**config.mk**
```make
export PLATFORM = sky130hd
export DESIGN_NAME = rgb_led_pattern_generator_flat
export DESIGN_NICKNAME = d
export VERILOG_FILES = /design/src/hw/rtl/rlpg_pkg.sv /design/src/hw/rtl/rlpg_if.sv /design/src/hw/rtl/rlpg_state.sv /design/src/hw/rtl/rlpg_drive.sv /design/src/hw/rtl/rgb_led_pattern_generator.sv /design/src/flat_wrapper.sv
export SDC_FILE = /design/constraint.sdc
export NUM_CORES = 1
export LEC_CHECK = 0
export ABC_CLOCK_PERIOD_IN_PS = 7800
export BUFFER_PORTS_ARGS = -buffer_cell sky130_fd_sc_hd__buf_2
export CAP_MARGIN = 0
export CORE_MARGIN = 2
export CORE_UTILIZATION = 45
export DETAILED_ROUTE_END_ITERATION = 10
export SLEW_MARGIN = 5
export SYNTH_ARGS = -nofsm -noshare
export SYNTH_HDL_FRONTEND = slang
export SYNTH_SLANG_ARGS = --single-unit
export TNS_END_PERCENT = 50
```
**constraint.sdc**
```tcl
create_clock -name clk -period 7.8 [get_ports clk]
set_input_delay 0 -clock clk [delete_from_list [all_inputs] [get_ports clk]]
set_output_delay 0 -clock clk [all_outputs]
set_load 0.02 [all_outputs]
```
**src/hw/rtl/rlpg_pkg.sv**
```systemverilog
// shared types and constants of the rgb led pattern generator
package rlpg_pkg;

	// item function codes
	localparam logic [1:0] FUNC_TICK    = 2'd0;
	localparam logic [1:0] FUNC_STATE   = 2'd1;
	localparam logic [1:0] FUNC_COLOR   = 2'd2;
	localparam logic [1:0] FUNC_PATTERN = 2'd3;

	// machine state codes
	localparam logic [2:0] MS_EXECUTING = 3'd0;
	localparam logic [2:0] MS_STOPPED   = 3'd1;
	localparam logic [2:0] MS_IDLE      = 3'd2;
	localparam logic [2:0] MS_HELD      = 3'd3;
	localparam logic [2:0] MS_ABORTED   = 3'd4;

	// pattern codes
	localparam logic [2:0] PAT_SOLID   = 3'd0;
	localparam logic [2:0] PAT_BLINK   = 3'd1;
	localparam logic [2:0] PAT_FAST    = 3'd2;
	localparam logic [2:0] PAT_BREATHE = 3'd3;
	localparam logic [2:0] PAT_OFF     = 3'd4;

	// configuration register indexes
	localparam logic [2:0] REG_BLINK_PERIOD  = 3'd0;
	localparam logic [2:0] REG_FAST_PERIOD   = 3'd1;
	localparam logic [2:0] REG_BREATHE_STEP  = 3'd2;
	localparam logic [2:0] REG_BREATHE_INC   = 3'd3;
	localparam logic [2:0] REG_COMMON_ANODE  = 3'd4;

	localparam int CFG_IDX_W  = 3;
	localparam int CFG_DATA_W = 16;

	// configuration reset values
	localparam logic [15:0] BLINK_PERIOD_RST = 16'd500;
	localparam logic [15:0] FAST_PERIOD_RST  = 16'd125;
	localparam logic [15:0] BREATHE_STEP_RST = 16'd15;
	localparam logic [7:0]  BREATHE_INC_RST  = 8'd3;

	localparam logic [7:0]  LEVEL_MAX = 8'd255;
	localparam logic [7:0]  AMBER_G   = 8'd200;
	localparam logic [15:0] TICKS_MAX = 16'hFFFF;

	typedef struct packed {
		logic [15:0] blink_period;
		logic [15:0] fast_period;
		logic [15:0] breathe_step;
		logic [7:0]  breathe_inc;
		logic        common_anode;
	} cfg_t;

	typedef struct packed {
		logic [7:0]  base_red;
		logic [7:0]  base_green;
		logic [7:0]  base_blue;
		logic [2:0]  pattern;
		logic [15:0] ticks;
		logic        blink_on;
		logic [7:0]  level;
		logic        rising;
	} led_state_t;

endpackage

```
**src/hw/rtl/rlpg_if.sv**
```systemverilog
// channel interfaces of the rgb led pattern generator
interface rlpg_item_if;
	logic       valid;
	logic       ready;
	logic [1:0] func;
	logic [2:0] machine_state;
	logic [7:0] red_in;
	logic [7:0] green_in;
	logic [7:0] blue_in;
	logic [2:0] pattern_in;

	modport source(output valid, func, machine_state, red_in, green_in, blue_in, pattern_in,
		input ready);
	modport sink(input valid, func, machine_state, red_in, green_in, blue_in, pattern_in,
		output ready);
endinterface

interface rlpg_result_if;
	logic       valid;
	logic       ready;
	logic [7:0] red_drive;
	logic [7:0] green_drive;
	logic [7:0] blue_drive;

	modport source(output valid, red_drive, green_drive, blue_drive, input ready);
	modport sink(input valid, red_drive, green_drive, blue_drive, output ready);
endinterface

```
**src/hw/rtl/rlpg_state.sv**
```systemverilog
// led pattern state registers and their update for one transaction
module rlpg_state (
	input  logic                clk,
	input  logic                arst_n,
	input  logic                en,
	input  logic [1:0]          func,
	input  logic [2:0]          machine_state,
	input  logic [7:0]          red_in,
	input  logic [7:0]          green_in,
	input  logic [7:0]          blue_in,
	input  logic [2:0]          pattern_in,
	input  rlpg_pkg::cfg_t      cfg,
	output rlpg_pkg::led_state_t st
);
	import rlpg_pkg::*;

	led_state_t st_q;
	led_state_t st_nxt;

	always_comb begin
		logic [15:0] cnt;
		logic [15:0] per;
		logic [8:0]  sum;
		logic [2:0]  pat_req;
		logic        pat_ok;

		st_nxt  = st_q;
		cnt     = (st_q.ticks != TICKS_MAX) ? st_q.ticks + 16'd1 : st_q.ticks;
		per     = (st_q.pattern == PAT_BLINK) ? cfg.blink_period : cfg.fast_period;
		sum     = {1'b0, st_q.level} + {1'b0, cfg.breathe_inc};
		pat_req = PAT_OFF;
		pat_ok  = 1'b0;

		case (func)
			FUNC_TICK: begin
				st_nxt.ticks = cnt;
				if (st_q.pattern == PAT_BLINK || st_q.pattern == PAT_FAST) begin
					if (cnt >= per) begin
						st_nxt.ticks    = '0;
						st_nxt.blink_on = ~st_q.blink_on;
					end
				end else if (st_q.pattern == PAT_BREATHE) begin
					if (cnt >= cfg.breathe_step) begin
						st_nxt.ticks = '0;
						if (st_q.rising) begin
							if (sum >= {1'b0, LEVEL_MAX}) begin
								st_nxt.level  = LEVEL_MAX;
								st_nxt.rising = 1'b0;
							end else begin
								st_nxt.level = sum[7:0];
							end
						end else if (st_q.level < cfg.breathe_inc) begin
							st_nxt.level  = '0;
							st_nxt.rising = 1'b1;
						end else begin
							st_nxt.level = st_q.level - cfg.breathe_inc;
						end
					end
				end
			end
			FUNC_STATE: begin
				pat_ok = 1'b1;
				case (machine_state)
					MS_EXECUTING: begin
						st_nxt.base_red = '0; st_nxt.base_green = LEVEL_MAX; st_nxt.base_blue = '0;
						pat_req = PAT_SOLID;
					end
					MS_STOPPED: begin
						st_nxt.base_red = LEVEL_MAX; st_nxt.base_green = '0; st_nxt.base_blue = '0;
						pat_req = PAT_SOLID;
					end
					MS_IDLE: begin
						st_nxt.base_red = LEVEL_MAX; st_nxt.base_green = AMBER_G;
						st_nxt.base_blue = '0;
						pat_req = PAT_BREATHE;
					end
					MS_HELD: begin
						st_nxt.base_red = '0; st_nxt.base_green = '0; st_nxt.base_blue = LEVEL_MAX;
						pat_req = PAT_BLINK;
					end
					MS_ABORTED: begin
						st_nxt.base_red = LEVEL_MAX; st_nxt.base_green = '0; st_nxt.base_blue = '0;
						pat_req = PAT_FAST;
					end
					default: pat_ok = 1'b0;
				endcase
			end
			FUNC_COLOR: begin
				st_nxt.base_red   = red_in;
				st_nxt.base_green = green_in;
				st_nxt.base_blue  = blue_in;
			end
			default: begin
				pat_req = pattern_in;
				pat_ok  = (pattern_in <= PAT_OFF);
			end
		endcase

		// only a real pattern change restarts the timing
		if (pat_ok && pat_req != st_q.pattern) begin
			st_nxt.pattern  = pat_req;
			st_nxt.blink_on = 1'b0;
			st_nxt.level    = '0;
			st_nxt.rising   = 1'b1;
			st_nxt.ticks    = '0;
		end
	end

	always_ff @(posedge clk or negedge arst_n) begin
		if (!arst_n) begin
			st_q.base_red   <= '0;
			st_q.base_green <= '0;
			st_q.base_blue  <= '0;
			st_q.pattern    <= PAT_OFF;
			st_q.ticks      <= '0;
			st_q.blink_on   <= 1'b0;
			st_q.level      <= '0;
			st_q.rising     <= 1'b1;
		end else if (en) begin
			st_q <= st_nxt;
		end
	end

	assign st = st_q;

endmodule

```
**src/hw/rtl/rlpg_drive.sv**
```systemverilog
// drive level computation from the pattern state and polarity
module rlpg_drive (
	input  rlpg_pkg::led_state_t st,
	input  logic                 common_anode,
	output logic [7:0]           red_drive,
	output logic [7:0]           green_drive,
	output logic [7:0]           blue_drive
);
	import rlpg_pkg::*;

	// floor(c * level / 255), exact for every product of two 8-bit operands
	function automatic logic [7:0] scale(input logic [7:0] c, input logic [7:0] lvl);
		logic [15:0] prod;
		logic [16:0] acc;
		prod = c * lvl;
		acc  = {1'b0, prod} + {9'd0, prod[15:8]} + 17'd1;
		return acc[15:8];
	endfunction

	function automatic logic [7:0] duty(input logic [7:0] c, input led_state_t s,
		input logic inv);
		logic [7:0] v;
		case (s.pattern)
			PAT_SOLID:   v = c;
			PAT_BLINK,
			PAT_FAST:    v = s.blink_on ? c : 8'd0;
			PAT_BREATHE: v = scale(c, s.level);
			default:     v = 8'd0;
		endcase
		return inv ? ~v : v;
	endfunction

	assign red_drive   = duty(st.base_red, st, common_anode);
	assign green_drive = duty(st.base_green, st, common_anode);
	assign blue_drive  = duty(st.base_blue, st, common_anode);

endmodule

```
**src/hw/rtl/rgb_led_pattern_generator.sv**
```systemverilog
// top level of the rgb led pattern generator
//
// rgb status led driver. the item channel carries one transaction per
// millisecond tick or command (machine state, color, pattern); the result
// channel returns exactly one transaction per item with the red, green and
// blue pwm duties after pattern and polarity.
// configuration is a plain write port (cfg_we, cfg_idx, cfg_data); the user
// must write it only while no item is in flight, the block does not enforce it.
// an accepted item is registered, then updates the pattern state, then its
// drive levels are registered in the output stage. throughput: one item per
// cycle while the receiver takes results; each of the three stages has its
// own valid bit and advances when the stage behind it is free or moving.
// when the receiver stalls the output holds, the middle stage and input
// register fill, and item.ready falls only once all three hold a transaction.
// reset clears all valid bits, loads the register defaults (periods 500, 125,
// breathe step 15, increment 3, common cathode) and puts the led in the off
// pattern with a black base color.
module rgb_led_pattern_generator (
	input  logic                                clk,
	input  logic                                arst_n,
	input  logic                                cfg_we,
	input  logic [rlpg_pkg::CFG_IDX_W-1:0]      cfg_idx,
	input  logic [rlpg_pkg::CFG_DATA_W-1:0]     cfg_data,
	rlpg_item_if.sink                           item,
	rlpg_result_if.source                       result
);
	import rlpg_pkg::*;

	cfg_t       cfg_q;
	led_state_t st;

	// input register stage
	logic       valid_s1;
	logic [1:0] func_s1;
	logic [2:0] machine_state_s1;
	logic [7:0] red_s1;
	logic [7:0] green_s1;
	logic [7:0] blue_s1;
	logic [2:0] pattern_s1;

	// state applied, drive pending
	logic       valid_s2;

	// output register
	logic       out_valid_q;
	logic [7:0] red_q;
	logic [7:0] green_q;
	logic [7:0] blue_q;
	logic [7:0] red_d;
	logic [7:0] green_d;
	logic [7:0] blue_d;

	logic out_free;
	logic adv_s2;
	logic adv_s1;
	logic take;

	assign out_free = !out_valid_q || result.ready;
	assign adv_s2   = !valid_s2 || out_free;
	assign adv_s1   = !valid_s1 || adv_s2;
	assign take     = item.valid && adv_s1;

	assign item.ready = adv_s1;

	// configuration registers
	always_ff @(posedge clk or negedge arst_n) begin
		if (!arst_n) begin
			cfg_q.blink_period <= BLINK_PERIOD_RST;
			cfg_q.fast_period  <= FAST_PERIOD_RST;
			cfg_q.breathe_step <= BREATHE_STEP_RST;
			cfg_q.breathe_inc  <= BREATHE_INC_RST;
			cfg_q.common_anode <= 1'b0;
		end else if (cfg_we) begin
			case (cfg_idx)
				REG_BLINK_PERIOD: cfg_q.blink_period <= cfg_data;
				REG_FAST_PERIOD:  cfg_q.fast_period  <= cfg_data;
				REG_BREATHE_STEP: cfg_q.breathe_step <= cfg_data;
				REG_BREATHE_INC:  cfg_q.breathe_inc  <= cfg_data[7:0];
				REG_COMMON_ANODE: cfg_q.common_anode <= cfg_data[0];
				default: ;
			endcase
		end
	end

	// stage valid bits
	always_ff @(posedge clk or negedge arst_n) begin
		if (!arst_n) begin
			valid_s1    <= 1'b0;
			valid_s2    <= 1'b0;
			out_valid_q <= 1'b0;
		end else begin
			if (adv_s1)
				valid_s1 <= item.valid;
			if (adv_s2)
				valid_s2 <= valid_s1;
			if (out_free)
				out_valid_q <= valid_s2;
		end
	end

	// input payload capture
	always_ff @(posedge clk) begin
		if (take) begin
			func_s1          <= item.func;
			machine_state_s1 <= item.machine_state;
			red_s1           <= item.red_in;
			green_s1         <= item.green_in;
			blue_s1          <= item.blue_in;
			pattern_s1       <= item.pattern_in;
		end
	end

	// pattern state: a stage-one transaction is applied as it moves on
	rlpg_state u_state (
		.clk           (clk),
		.arst_n        (arst_n),
		.en            (valid_s1 && adv_s2),
		.func          (func_s1),
		.machine_state (machine_state_s1),
		.red_in        (red_s1),
		.green_in      (green_s1),
		.blue_in       (blue_s1),
		.pattern_in    (pattern_s1),
		.cfg           (cfg_q),
		.st            (st)
	);

	// drive levels from the state left by the stage-two transaction
	rlpg_drive u_drive (
		.st           (st),
		.common_anode (cfg_q.common_anode),
		.red_drive    (red_d),
		.green_drive  (green_d),
		.blue_drive   (blue_d)
	);

	always_ff @(posedge clk) begin
		if (out_free && valid_s2) begin
			red_q   <= red_d;
			green_q <= green_d;
			blue_q  <= blue_d;
		end
	end

	assign result.valid       = out_valid_q;
	assign result.red_drive   = red_q;
	assign result.green_drive = green_q;
	assign result.blue_drive  = blue_q;

endmodule

```
**src/flat_wrapper.sv**
```systemverilog
// flat-port wrapper written by rule: the top's interface ports become plain ports
module rgb_led_pattern_generator_flat import rlpg_pkg::*;
  (clk, arst_n, cfg_we, cfg_idx, cfg_data, item_valid, item_func, item_machine_state, item_red_in, item_green_in, item_blue_in, item_pattern_in, item_ready, result_valid, result_red_drive, result_green_drive, result_blue_drive, result_ready);
  rlpg_item_if item_i ();
  rlpg_result_if result_i ();
  input  logic clk;
  input  logic arst_n;
  input  logic cfg_we;
  input  logic [rlpg_pkg::CFG_IDX_W-1:0] cfg_idx;
  input  logic [rlpg_pkg::CFG_DATA_W-1:0] cfg_data;
  input wire logic [$bits(item_i.valid)-1:0] item_valid;
  input wire logic [$bits(item_i.func)-1:0] item_func;
  input wire logic [$bits(item_i.machine_state)-1:0] item_machine_state;
  input wire logic [$bits(item_i.red_in)-1:0] item_red_in;
  input wire logic [$bits(item_i.green_in)-1:0] item_green_in;
  input wire logic [$bits(item_i.blue_in)-1:0] item_blue_in;
  input wire logic [$bits(item_i.pattern_in)-1:0] item_pattern_in;
  output wire logic [$bits(item_i.ready)-1:0] item_ready;
  output wire logic [$bits(result_i.valid)-1:0] result_valid;
  output wire logic [$bits(result_i.red_drive)-1:0] result_red_drive;
  output wire logic [$bits(result_i.green_drive)-1:0] result_green_drive;
  output wire logic [$bits(result_i.blue_drive)-1:0] result_blue_drive;
  input wire logic [$bits(result_i.ready)-1:0] result_ready;
  assign item_i.valid = item_valid;
  assign item_i.func = item_func;
  assign item_i.machine_state = item_machine_state;
  assign item_i.red_in = item_red_in;
  assign item_i.green_in = item_green_in;
  assign item_i.blue_in = item_blue_in;
  assign item_i.pattern_in = item_pattern_in;
  assign item_ready = item_i.ready;
  assign result_valid = result_i.valid;
  assign result_red_drive = result_i.red_drive;
  assign result_green_drive = result_i.green_drive;
  assign result_blue_drive = result_i.blue_drive;
  assign result_i.ready = result_ready;
  rgb_led_pattern_generator u_core (.clk(clk), .arst_n(arst_n), .cfg_we(cfg_we), .cfg_idx(cfg_idx), .cfg_data(cfg_data), .item(item_i), .result(result_i));
endmodule
```
## After elaboration in Yosys (flattened, before gate mapping)

Cells that the tools add are included.

| storage, ports and cells | value |
|---|---|
| register bits after elaboration | 169 |
| bits in latches | 0 |
| memory bits (writable) | 0 |
| bits in read-only memories | 0 |
| output and inout bits | 26 |
| memories kept | 0 |

| cells by class | value |
|---|---|
| $add $sub $neg | 9 |
| $mul | 3 |
| div/mod/pow operators | 0 |
| order comparisons | 5 |
| eq/ne operators | 17 |
| shift operators | 0 |
| mux-type cells | 32 |
| bitwise gates (word level) | 4 |
| reductions and logical operators | 36 |

Operator list:

| operator | number |
|---|---|
| $pmux 24 s4 | 1 |
| $mux 16 | 5 |
| $pmux 8 s3 | 3 |
| $add 16x1->16 const B | 4 |
| $mux 8 | 8 |
| $mux 26 | 2 |
| $add 16x8->16 | 3 |
| $mul 8x8->16 | 3 |
| $pmux 24 s2 | 1 |
| $mux 9 | 4 |
| $ge 16x16->1 | 2 |
| $not 8->8 | 3 |
| $eq 3x2->1 const B | 6 |
| $mux 17 | 1 |
| $ne 16x16->1 const B | 1 |
| $reduce_and 2->1 | 7 |
| $pmux 3 s4 | 1 |
| $reduce_bool 2->1 | 6 |
| $add 8x8->9 | 1 |
| $eq 3x1->1 const B | 3 |
| $ge 9x8->1 const B | 1 |
| $logic_not 3->1 | 3 |
| $lt 8x8->1 | 1 |
| $reduce_or 2->1 | 4 |
| other kinds (20) | 32 |

## Logic depth before layout (Yosys ltp)

Gate-level depths: netlist (run 1).

| depth | value |
|---|---|
| depth after elaboration | 9 |
| depth in mapped cells | 27 |
| mapped depth without buffers | 25 |

## Hierarchy

A second synthesis (run 1) with hierarchy kept.

| second synthesis, totals | value |
|---|---|
| cells, all modules | 1854 |
| area, all modules | 17514.3 µm² |

By module, submodules not included:

| module | times used | cells an instance | area each (µm²) |
|---|---|---|---|
| rlpg_drive | 1 | 1116 | 8886.0 |
| rlpg_state | 1 | 546 | 4596.9 |
| rgb_led_pattern_generator | 1 | 192 | 4031.4 |

## Worst setup path after synthesis (run 1)

OpenSTA, ideal clock, no wires.

| timing | value |
|---|---|
| path kind | register to register |
| start | reg u_core.u_state.st_q, in the netlist u_core.u_state.st[8] |
| end | reg u_core.green_q[3], in the netlist u_core.result.green_drive[3], data pin |
| library setup time | 0.275 ns |
| arrival | 6.658 ns |
| slack | 0.867 ns |
| cell stages (with the launch flop) | 25 |
| period minus slack after synthesis | 6.933 ns |
| cell sequence | dfrtp_1 -> clkbuf_1 -> nand2_1 -> fa_1 -> fa_1 -> inv_1 -> fa_1 -> inv_1 -> fa_1 -> inv_1 -> ha_1 -> and3_1 -> a211o_1 -> and3_1 -> nor3_1 -> inv_1 -> ha_1 -> a211o_1 -> o22a_1 -> maj3_2 -> maj3_2 -> a311o_1 -> a31o_1 -> a32oi_1 -> xnor2_1 |

| between the ends | value |
|---|---|
| longest elaborated chain between the ends | 6 |

RTL lines:

| what | RTL line | source |
|---|---|---|
| start, declared | rlpg_state.sv:17 | `led_state_t st_q;` |
| start signal, assigned | rlpg_state.sv:120 | `st_q <= st_nxt;` |
| $mul 8x8->16 (*) | rlpg_drive.sv:15 | `prod = c * lvl;` |
| $add 16x8->16 (*) | rlpg_drive.sv:16 | `acc = {1'b0, prod} + {9'd0, prod[15:8]} + 17'd1;` |
| $add 16x1->16 (*) | rlpg_drive.sv:16 |  |
| $pmux 8 s3 (*) | rlpg_drive.sv:23 | `case (s.pattern)` |
| $not 8->8 | rlpg_drive.sv:30 | `return inv ? ~v : v;` |
| $mux 8 (*) | rlpg_drive.sv:30 |  |
| net u_core.green_d[3] | rgb_led_pattern_generator.sv:50 | `logic [7:0] green_d;` |
| end signal, assigned | rgb_led_pattern_generator.sv:140 | `green_q <= green_d;` |
| end, declared | rgb_led_pattern_generator.sv:47 | `logic [7:0] green_q;` |

Mark *: on every way through the listed nets, which the timed path passes. The rest lies on a longest branch.
A chain may end at the register's enable or synchronous reset.

## Final worst setup path (run 1)

| timing | value |
|---|---|
| start | reg u_core.u_state.st_q, in the netlist u_core.u_state.st[4] |
| end | reg u_core.green_q[3], in the netlist u_core.result.green_drive[3], data pin |

Same word-level chain as after synthesis.

==> results of run 1 <==
==> final cells by class <==
class | instances | area share [%]
multi-input cells | 1429 | 60.5
well taps | 511 | 3.32
clock inverters | 13 | 0.559
clock buffers | 19 | 2.25
inverters | 195 | 3.80
repair buffers | 161 | 5.97
flip-flops and latches | 169 | 23.6
==> cells in the mapped netlist (7+ instances only) <==
library cell | n | area [µm²]
a211oi_1 | 18 | 135
nand3b_1 | 8 | 60.1
buf_1 | 7 | 26.3
nand4_1 | 23 | 144
and3_1 | 27 | 169
mux2i_1 | 26 | 260
edfxtp_1 | 56 | 1680
or3_1 | 17 | 106
a31oi_1 | 15 | 93.8
ha_1 | 172 | 2150
or2_2 | 7 | 43.8
o21a_1 | 7 | 52.6
nor3b_1 | 11 | 82.6
nand2b_1 | 19 | 119
nand3_1 | 44 | 220
nor4_1 | 8 | 50.1
and2_1 | 178 | 1110
a211o_1 | 7 | 61.3
a21o_1 | 28 | 210
clkbuf_1 | 71 | 267
nor2b_1 | 14 | 87.6
xnor2_1 | 42 | 368
fa_1 | 110 | 2200
inv_1 | 195 | 732
mux2_2 | 50 | 563
o211ai_1 | 8 | 60.1
o31ai_1 | 12 | 90.1
or4_1 | 8 | 60.1
o21ai_0 | 84 | 420
nor2_1 | 83 | 312
xor2_1 | 28 | 245
dfstp_2 | 20 | 526
nand2_1 | 164 | 616
dfrtp_1 | 93 | 2330
a21oi_1 | 83 | 415
nor3_1 | 25 | 125
==> state kept, by name, summed over array words and instances, names as in the netlist <==
| name | count |
|---|---|
| u_core.result.valid | 1 |
| u_core.result.red_drive | 8 |
| u_core.result.blue_drive | 8 |
| u_core.result.green_drive | 8 |
| u_core.func_s1 | 2 |
| u_core.valid_s1 | 1 |
| u_core.valid_s2 | 1 |
| u_core.red_s1 | 8 |
| u_core.pattern_s1 | 3 |
| u_core.green_s1 | 8 |
| u_core.cfg_q | 57 |
| u_core.u_state.st | 53 |
| u_core.blue_s1 | 8 |
| u_core.machine_state_s1 | 3 |
==> routing by layer <==
layer	vias to the layer above	wire (µm)
li1	6639	-
met1	6592	20300
met2	260	19400
met3	27	1460
met4	0	407
met5	-	0
==> what timing repair did <==
item | in CTS | in global routing
hold buffers | 56 | 0
setup endpoints to repair | 0 | 0
endpoints found under the hold margin | 138 | 0
==> logic make-up (layout without fill, tap and decap cells) <==
logic type	count (synthesis)	count (layout)	synth area share (%)
adders and majority gates	288	288	25.7
xor gates and xnor gates	72	72	3.79
AOI/OAI and AO/OA	335	335	13.1
DFF	169	169	26.3
and+or+nand+nor	658	658	20.3
buffers and inverters	276	388	6.04
muxes	76	76	4.78
==> power by group <==
| part | internal (mW) | switching (mW) |
|---|---|---|
| Sequential | 1.12 | 0.217 |
| Clock | 0.417 | 0.394 |
| Combinational | 0.470 | 0.635 |
| Total | 2.01 | 1.25 |
==> layout by cell type (no fill, tap or decap), types with 27 or more instances in the layout <==
| master | count |
|---|---|
| a21o_1 | 28 |
| a21oi_1 | 83 |
| and2_1 | 178 |
| and3_1 | 27 |
| buf_2 | 80 |
| dfrtp_1 | 92 |
| dlygate4sd3_1 | 56 |
| edfxtp_1 | 56 |
| fa_1 | 110 |
| ha_1 | 172 |
| inv_1 | 195 |
| mux2_2 | 50 |
| nand2_1 | 164 |
| nand3_1 | 44 |
| nor2_1 | 83 |
| o21ai_0 | 84 |
| xnor2_1 | 42 |
| xor2_1 | 28 |
==> per-stage QoR <==
| stage | hold WS, ps | worst slack (ps) | utilization (%) | cell area [µm²] |
|---|---|---|---|---|
| finish | 100 | 451 | 51.1 | 19300 |
| global route | 161 | 112 | 51.1 | 19300 |
| CTS | 104 | 490 | 51.1 | 19300 |
| detailed placement | 53.9 | 519 | 48.2 | 18200 |
| global placement | 46.9 | 612 | 48.2 | 18200 |
| floorplan | -296 | 867 | - | 17200 |
==> worst min-delay path by stage <==
stage	endpoint	slack, ps
after global routing	u_core.cfg_q[33]	160
after detailed placement	u_core.cfg_q[50]	50
after CTS	u_core.cfg_q[50]	100
after global placement	u_core.cfg_q[33]	50
final	u_core.cfg_q[33]	100
after floorplan	u_core.cfg_q[0]	-300
==> results.ini, run 1 <==
[clock_network]
cts_inserted_buffers=17
clock_latency_ps=450
h-tree-depth=4
post_cts_buffers=0
cts_resized=0
clockBufferDepth=2
clk_pin_slew_worst_paths_ps=70
root_buffer=clkbuf_16
tritoncts=yes
cts.sinks=169

[synthesis]
synth_edf_count=56
synth_fp_nets=2212
ys_types=90
avgSynthCellArea_um2=9.19
synth_seq_cells=169
syn_area_um2=17200
synth_seq_area_share_pct=26.3
syn_inst=1874
async_flop_share_pct=66.9
synth-main-ff-cell=dfrtp_1
ys_warn_count=0

[global_route]
grt_pass1_vias=13500
grtUsageMet3_pct=2.45
grt.busiest_layer=met2
gr-usage-met2_pct=36.7
grt_pass1_wl_um=68900
grt_overflow=0
antenna_found_initial=0
grt_start_max_net_pins=68
grtUsageTotal_pct=21.9
grtUsageMet1_pct=30.6

[critical_path]
cp.required_ps=7980
slowest_stage=dfrtp_1
worst_r2r_endpoint=u_core.result.green_drive[3]
critPathKind=flip-flop to flip-flop
cp-end-kind=flip-flop
cp-start-kind=flip-flop
crit_path_cell_trace=nand2_1 > fa_1 > fa_1 > inv_1 > fa_1 > inv_1 > fa_1 > inv_1 > ha_1 > and3_1 > a211o_1 > and3_1 > nor3_1 > inv_1 > ha_1 > a211o_1 > o22a_1 > maj3_2 > maj3_2 > a311o_1 > a31o_1 > a32oi_1 > xnor2_1
crit_path_max_fanout=17
crit_path_max_incr_delay_ps=690
path_depth=23
crit_end=u_core.result.green_drive[3]
ff2ff_path_depth=23
path_delay_family=adder cells
crit_path_start=u_core.u_state.st[4]
rr_startpoint=u_core.u_state.st[4]
rrSetupSlack_ps=450
crit_buf_inv=4
worstPathArrival_ps=7530

[die]
initial_core_util_pct=45.7
die_h_um=200
coreArea_um2=37700
fp.dieArea_um2=39800
rows=71
die-width_um=200
ioPinCount=82

[finish]
finalNonFillerCells=2497
area_growth_pct=11.8
nFillCells=3588
drive_gt1_share_pct=12.0
n_antenna_cell=0
nNetsFinal=2311
regArea_um2=4540
multi_input_area_um2=11700

[power]
ir_drop_mv=0.162
finalPower_mw=3.25
p_leak_nw=9.33
p_per_area_nw_per_um2=169

[drt]
antenna_left=0
firstDrtPassIters=7
routed-via-count=13500
viasPerCell=5.41
drc=0
wl_um=41600
wl_per_cell_um=16.6
drt-initial-drc-count=617

[sta]
period_share_pct=94.2
worstMarginPinSlew_ps=1160
fmax_mhz=136
hold_viol=0
fin_skew_ps=14.6
period_minus_slack_ps=7350
setup_violations=0
maxSlewHeadroom_pct=22.2
rsz0062_at_grt=false
finalMaxSlewViolations=0
fin_tns_setup_ps=0

[placement]
gp_congestion=0.935
portBuffers=81
dp_cells=2409
dp_hpwl_um=32100

[worst_hold_path]
hold_path.class=input port to async pin

[job]
maxCapViolCount=0

[status]
status=completed

Note: power is estimated with default switching activity, not from simulation.
==> inputs of run 2 (changes only) <==
PLACE_DENSITY = 0.63   (was unset)
==> results.ini, run 2 (synthesized netlist as in run 1, its figures left out) <==
[finish]
drive_gt1_share_pct=12.3  ; +0.29 points
post-route-cell-area_um2=19300  ; +0.38%
final_common_cell=inv_1
nNetsFinal=2313  ; +0.087%
area_growth_pct=12.2
top_register=u_core.cfg_q
final_cell_mix=inv_1 (195), and2_1 (178), ha_1 (172)
n_antenna_cell=0  ; unchanged
largest_reg_flops=57  ; unchanged

[sta]
maxSlewHeadroom_pct=15.0  ; -7.2 points
fin_skew_ps=8.01  ; -6.62 ps
fin_tns_setup_ps=0  ; unchanged
hold_viol=0  ; unchanged
fmax_mhz=135  ; -1.0%
setup_violations=0  ; unchanged
finalMaxSlewViolations=0  ; unchanged
period_share_pct=95.2  ; +0.99 points
period_minus_slack_ps=7430  ; +77.2 ps
rsz0062_at_grt=false
worstMarginPinSlew_ps=1270  ; +110 ps

[power]
power.clock.fraction_pct=26.6  ; +1.7 points
p_per_area_nw_per_um2=173  ; +2.2%
pwr-share-seq_pct=39.8  ; -1.3 points
ir_drop_mv=0.165  ; +1.7%
p_leak_nw=9.37  ; +0.45%
p_int_mw=2.08  ; +3.8%
power.switching_mw=1.25  ; +0.66%
comb_power_share_pct=33.6  ; -0.4 points
p_sw_share_pct=37.6  ; -0.73 points

[drt]
drc=0  ; unchanged
viasPerCell=5.43  ; +0.36%
drt-initial-drc-count=746  ; +21%
firstDrtPassIters=5  ; -2
wl_um=41600  ; +0.18%
routed-via-count=13600  ; +0.44%
antenna_left=0  ; unchanged
wl_per_cell_um=16.7  ; about the same

[critical_path]
cp-end-kind=flip-flop
rrSetupSlack_ps=370  ; -80 ps
cp-start-kind=flip-flop
worstPathArrival_ps=7620  ; +90 ps
cp.required_ps=7990  ; about the same
critPathKind=flip-flop to flip-flop
crit_path_max_fanout=17  ; unchanged

[global_route]
grtUsageTotal_pct=22.0  ; +0.080 points
grt_overflow=0  ; unchanged
grt_pass1_vias=13700  ; +1.3%
antenna_found_initial=0  ; unchanged
grt_start_max_net_pins=66  ; -2.9%
grt_pass1_wl_um=69800  ; +1.3%

[placement]
gp_congestion=0.910  ; -2.7%
dp_hpwl_um=32100  ; +0.17%
postPlaceCellArea_um2=18200  ; about the same
portBuffers=81  ; unchanged

[clock_network]
clock_latency_ps=450  ; about the same
clk_pin_slew_worst_paths_ps=70  ; about the same
cts_inserted_buffers=17  ; unchanged
cts.sinks=169  ; unchanged
tritoncts=yes
clockBufferDepth=2  ; unchanged
root_buffer=clkbuf_16
h-tree-depth=4  ; unchanged
post_cts_buffers=0  ; unchanged

[die]
fp.dieArea_um2=39800  ; unchanged
rows=71  ; unchanged
initial_core_util_pct=45.7  ; unchanged
die_h_um=200  ; unchanged
coreArea_um2=37700  ; unchanged
die-width_um=200  ; unchanged
ioPinCount=82  ; unchanged

[job]
maxCapViolCount=0  ; unchanged

[status]
status=completed

[worst_hold_path]
hold_path.class=input port to async pin

==> run 2: worst paths after layout <==
check	cells after the start	from	to
min in group clk	2	item_machine_state[2]	u_core.machine_state_s1[2]
worst max-delay path	23	u_core.u_state.st[4]	u_core.result.green_drive[3]
worst max register to register	23	u_core.u_state.st[4]	u_core.result.green_drive[3]
max in group asynchronous	3	arst_n	u_core.u_state.st[5]
worst min register to register	1	u_core.u_state.st[20]	u_core.u_state.st[20]
worst min-delay path	2	arst_n	u_core.cfg_q[33]
==> run 2: cell type report <==
type | count | area, µm²
inverter | 195 | 732
clock inverter | 13 | 154
multi-input combinational | 1429 | 11700
clock buffer | 19 | 444
sequential | 169 | 4540
tap | 511 | 639
timing repair buffer | 163 | 1160
fill | 3528 | 18300
==> run 2: worst max-delay path, cell delays in order (launching register included) <==
cell and delay (ps):
dfrtp_1 680, nand2_1 150, fa_1 500, fa_1 490, inv_1 60, fa_1 530, inv_1 50, fa_1 530
inv_1 50, ha_1 350, and3_1 170, a211o_1 360, and3_1 190, nor3_1 480, inv_1 210, ha_1 290
a211o_1 260, o22a_1 210, maj3_2 310, maj3_2 320, a311o_1 440, a31o_1 240, a32oi_1 220, xnor2_1 80
==> run 2: what timing repair did <==
item | 4_1_cts | 5_1_grt
gates resized for setup | 0 | 1
endpoints found under the hold margin | 140 | 0
endpoints found under the setup margin | 0 | 3
hold buffers | 56 | 0
==> run 2: per-stage QoR <==
stage	hold slack, ps	power, mW	worst slack [ps]	util, %	instances
after global placement	56.0	2.41	440	48.2	2411
after CTS	112	3.37	298	51.3	2499
after global routing	138	3.57	34.8	51.3	2499
final	95.6	3.34	374	51.3	2499
after detailed placement	60.2	2.45	324	48.2	2411
after floorplan	-296	2.06	867	-	1874
==> run 2: power by group through the flow <==
stage | clock network, mW | logic, mW | registers (mW)
after floorplan | 0 | 0.809 | 1.26
after global placement | 0 | 1.08 | 1.34
after detailed placement | 0 | 1.10 | 1.34
after CTS | 0.912 | 1.13 | 1.32
after global routing | 0.945 | 1.27 | 1.36
final | 0.888 | 1.12 | 1.33
==> run 2: metal layers <==
layer  up-vias  GRT usage [%]  share of wire (%)
met3        21           3.34                4.0
met5         -              0                  0
met4         0           4.31               0.94
met2       268           36.5                 47
met1      6638           30.4                 48
li1       6651              -                  -
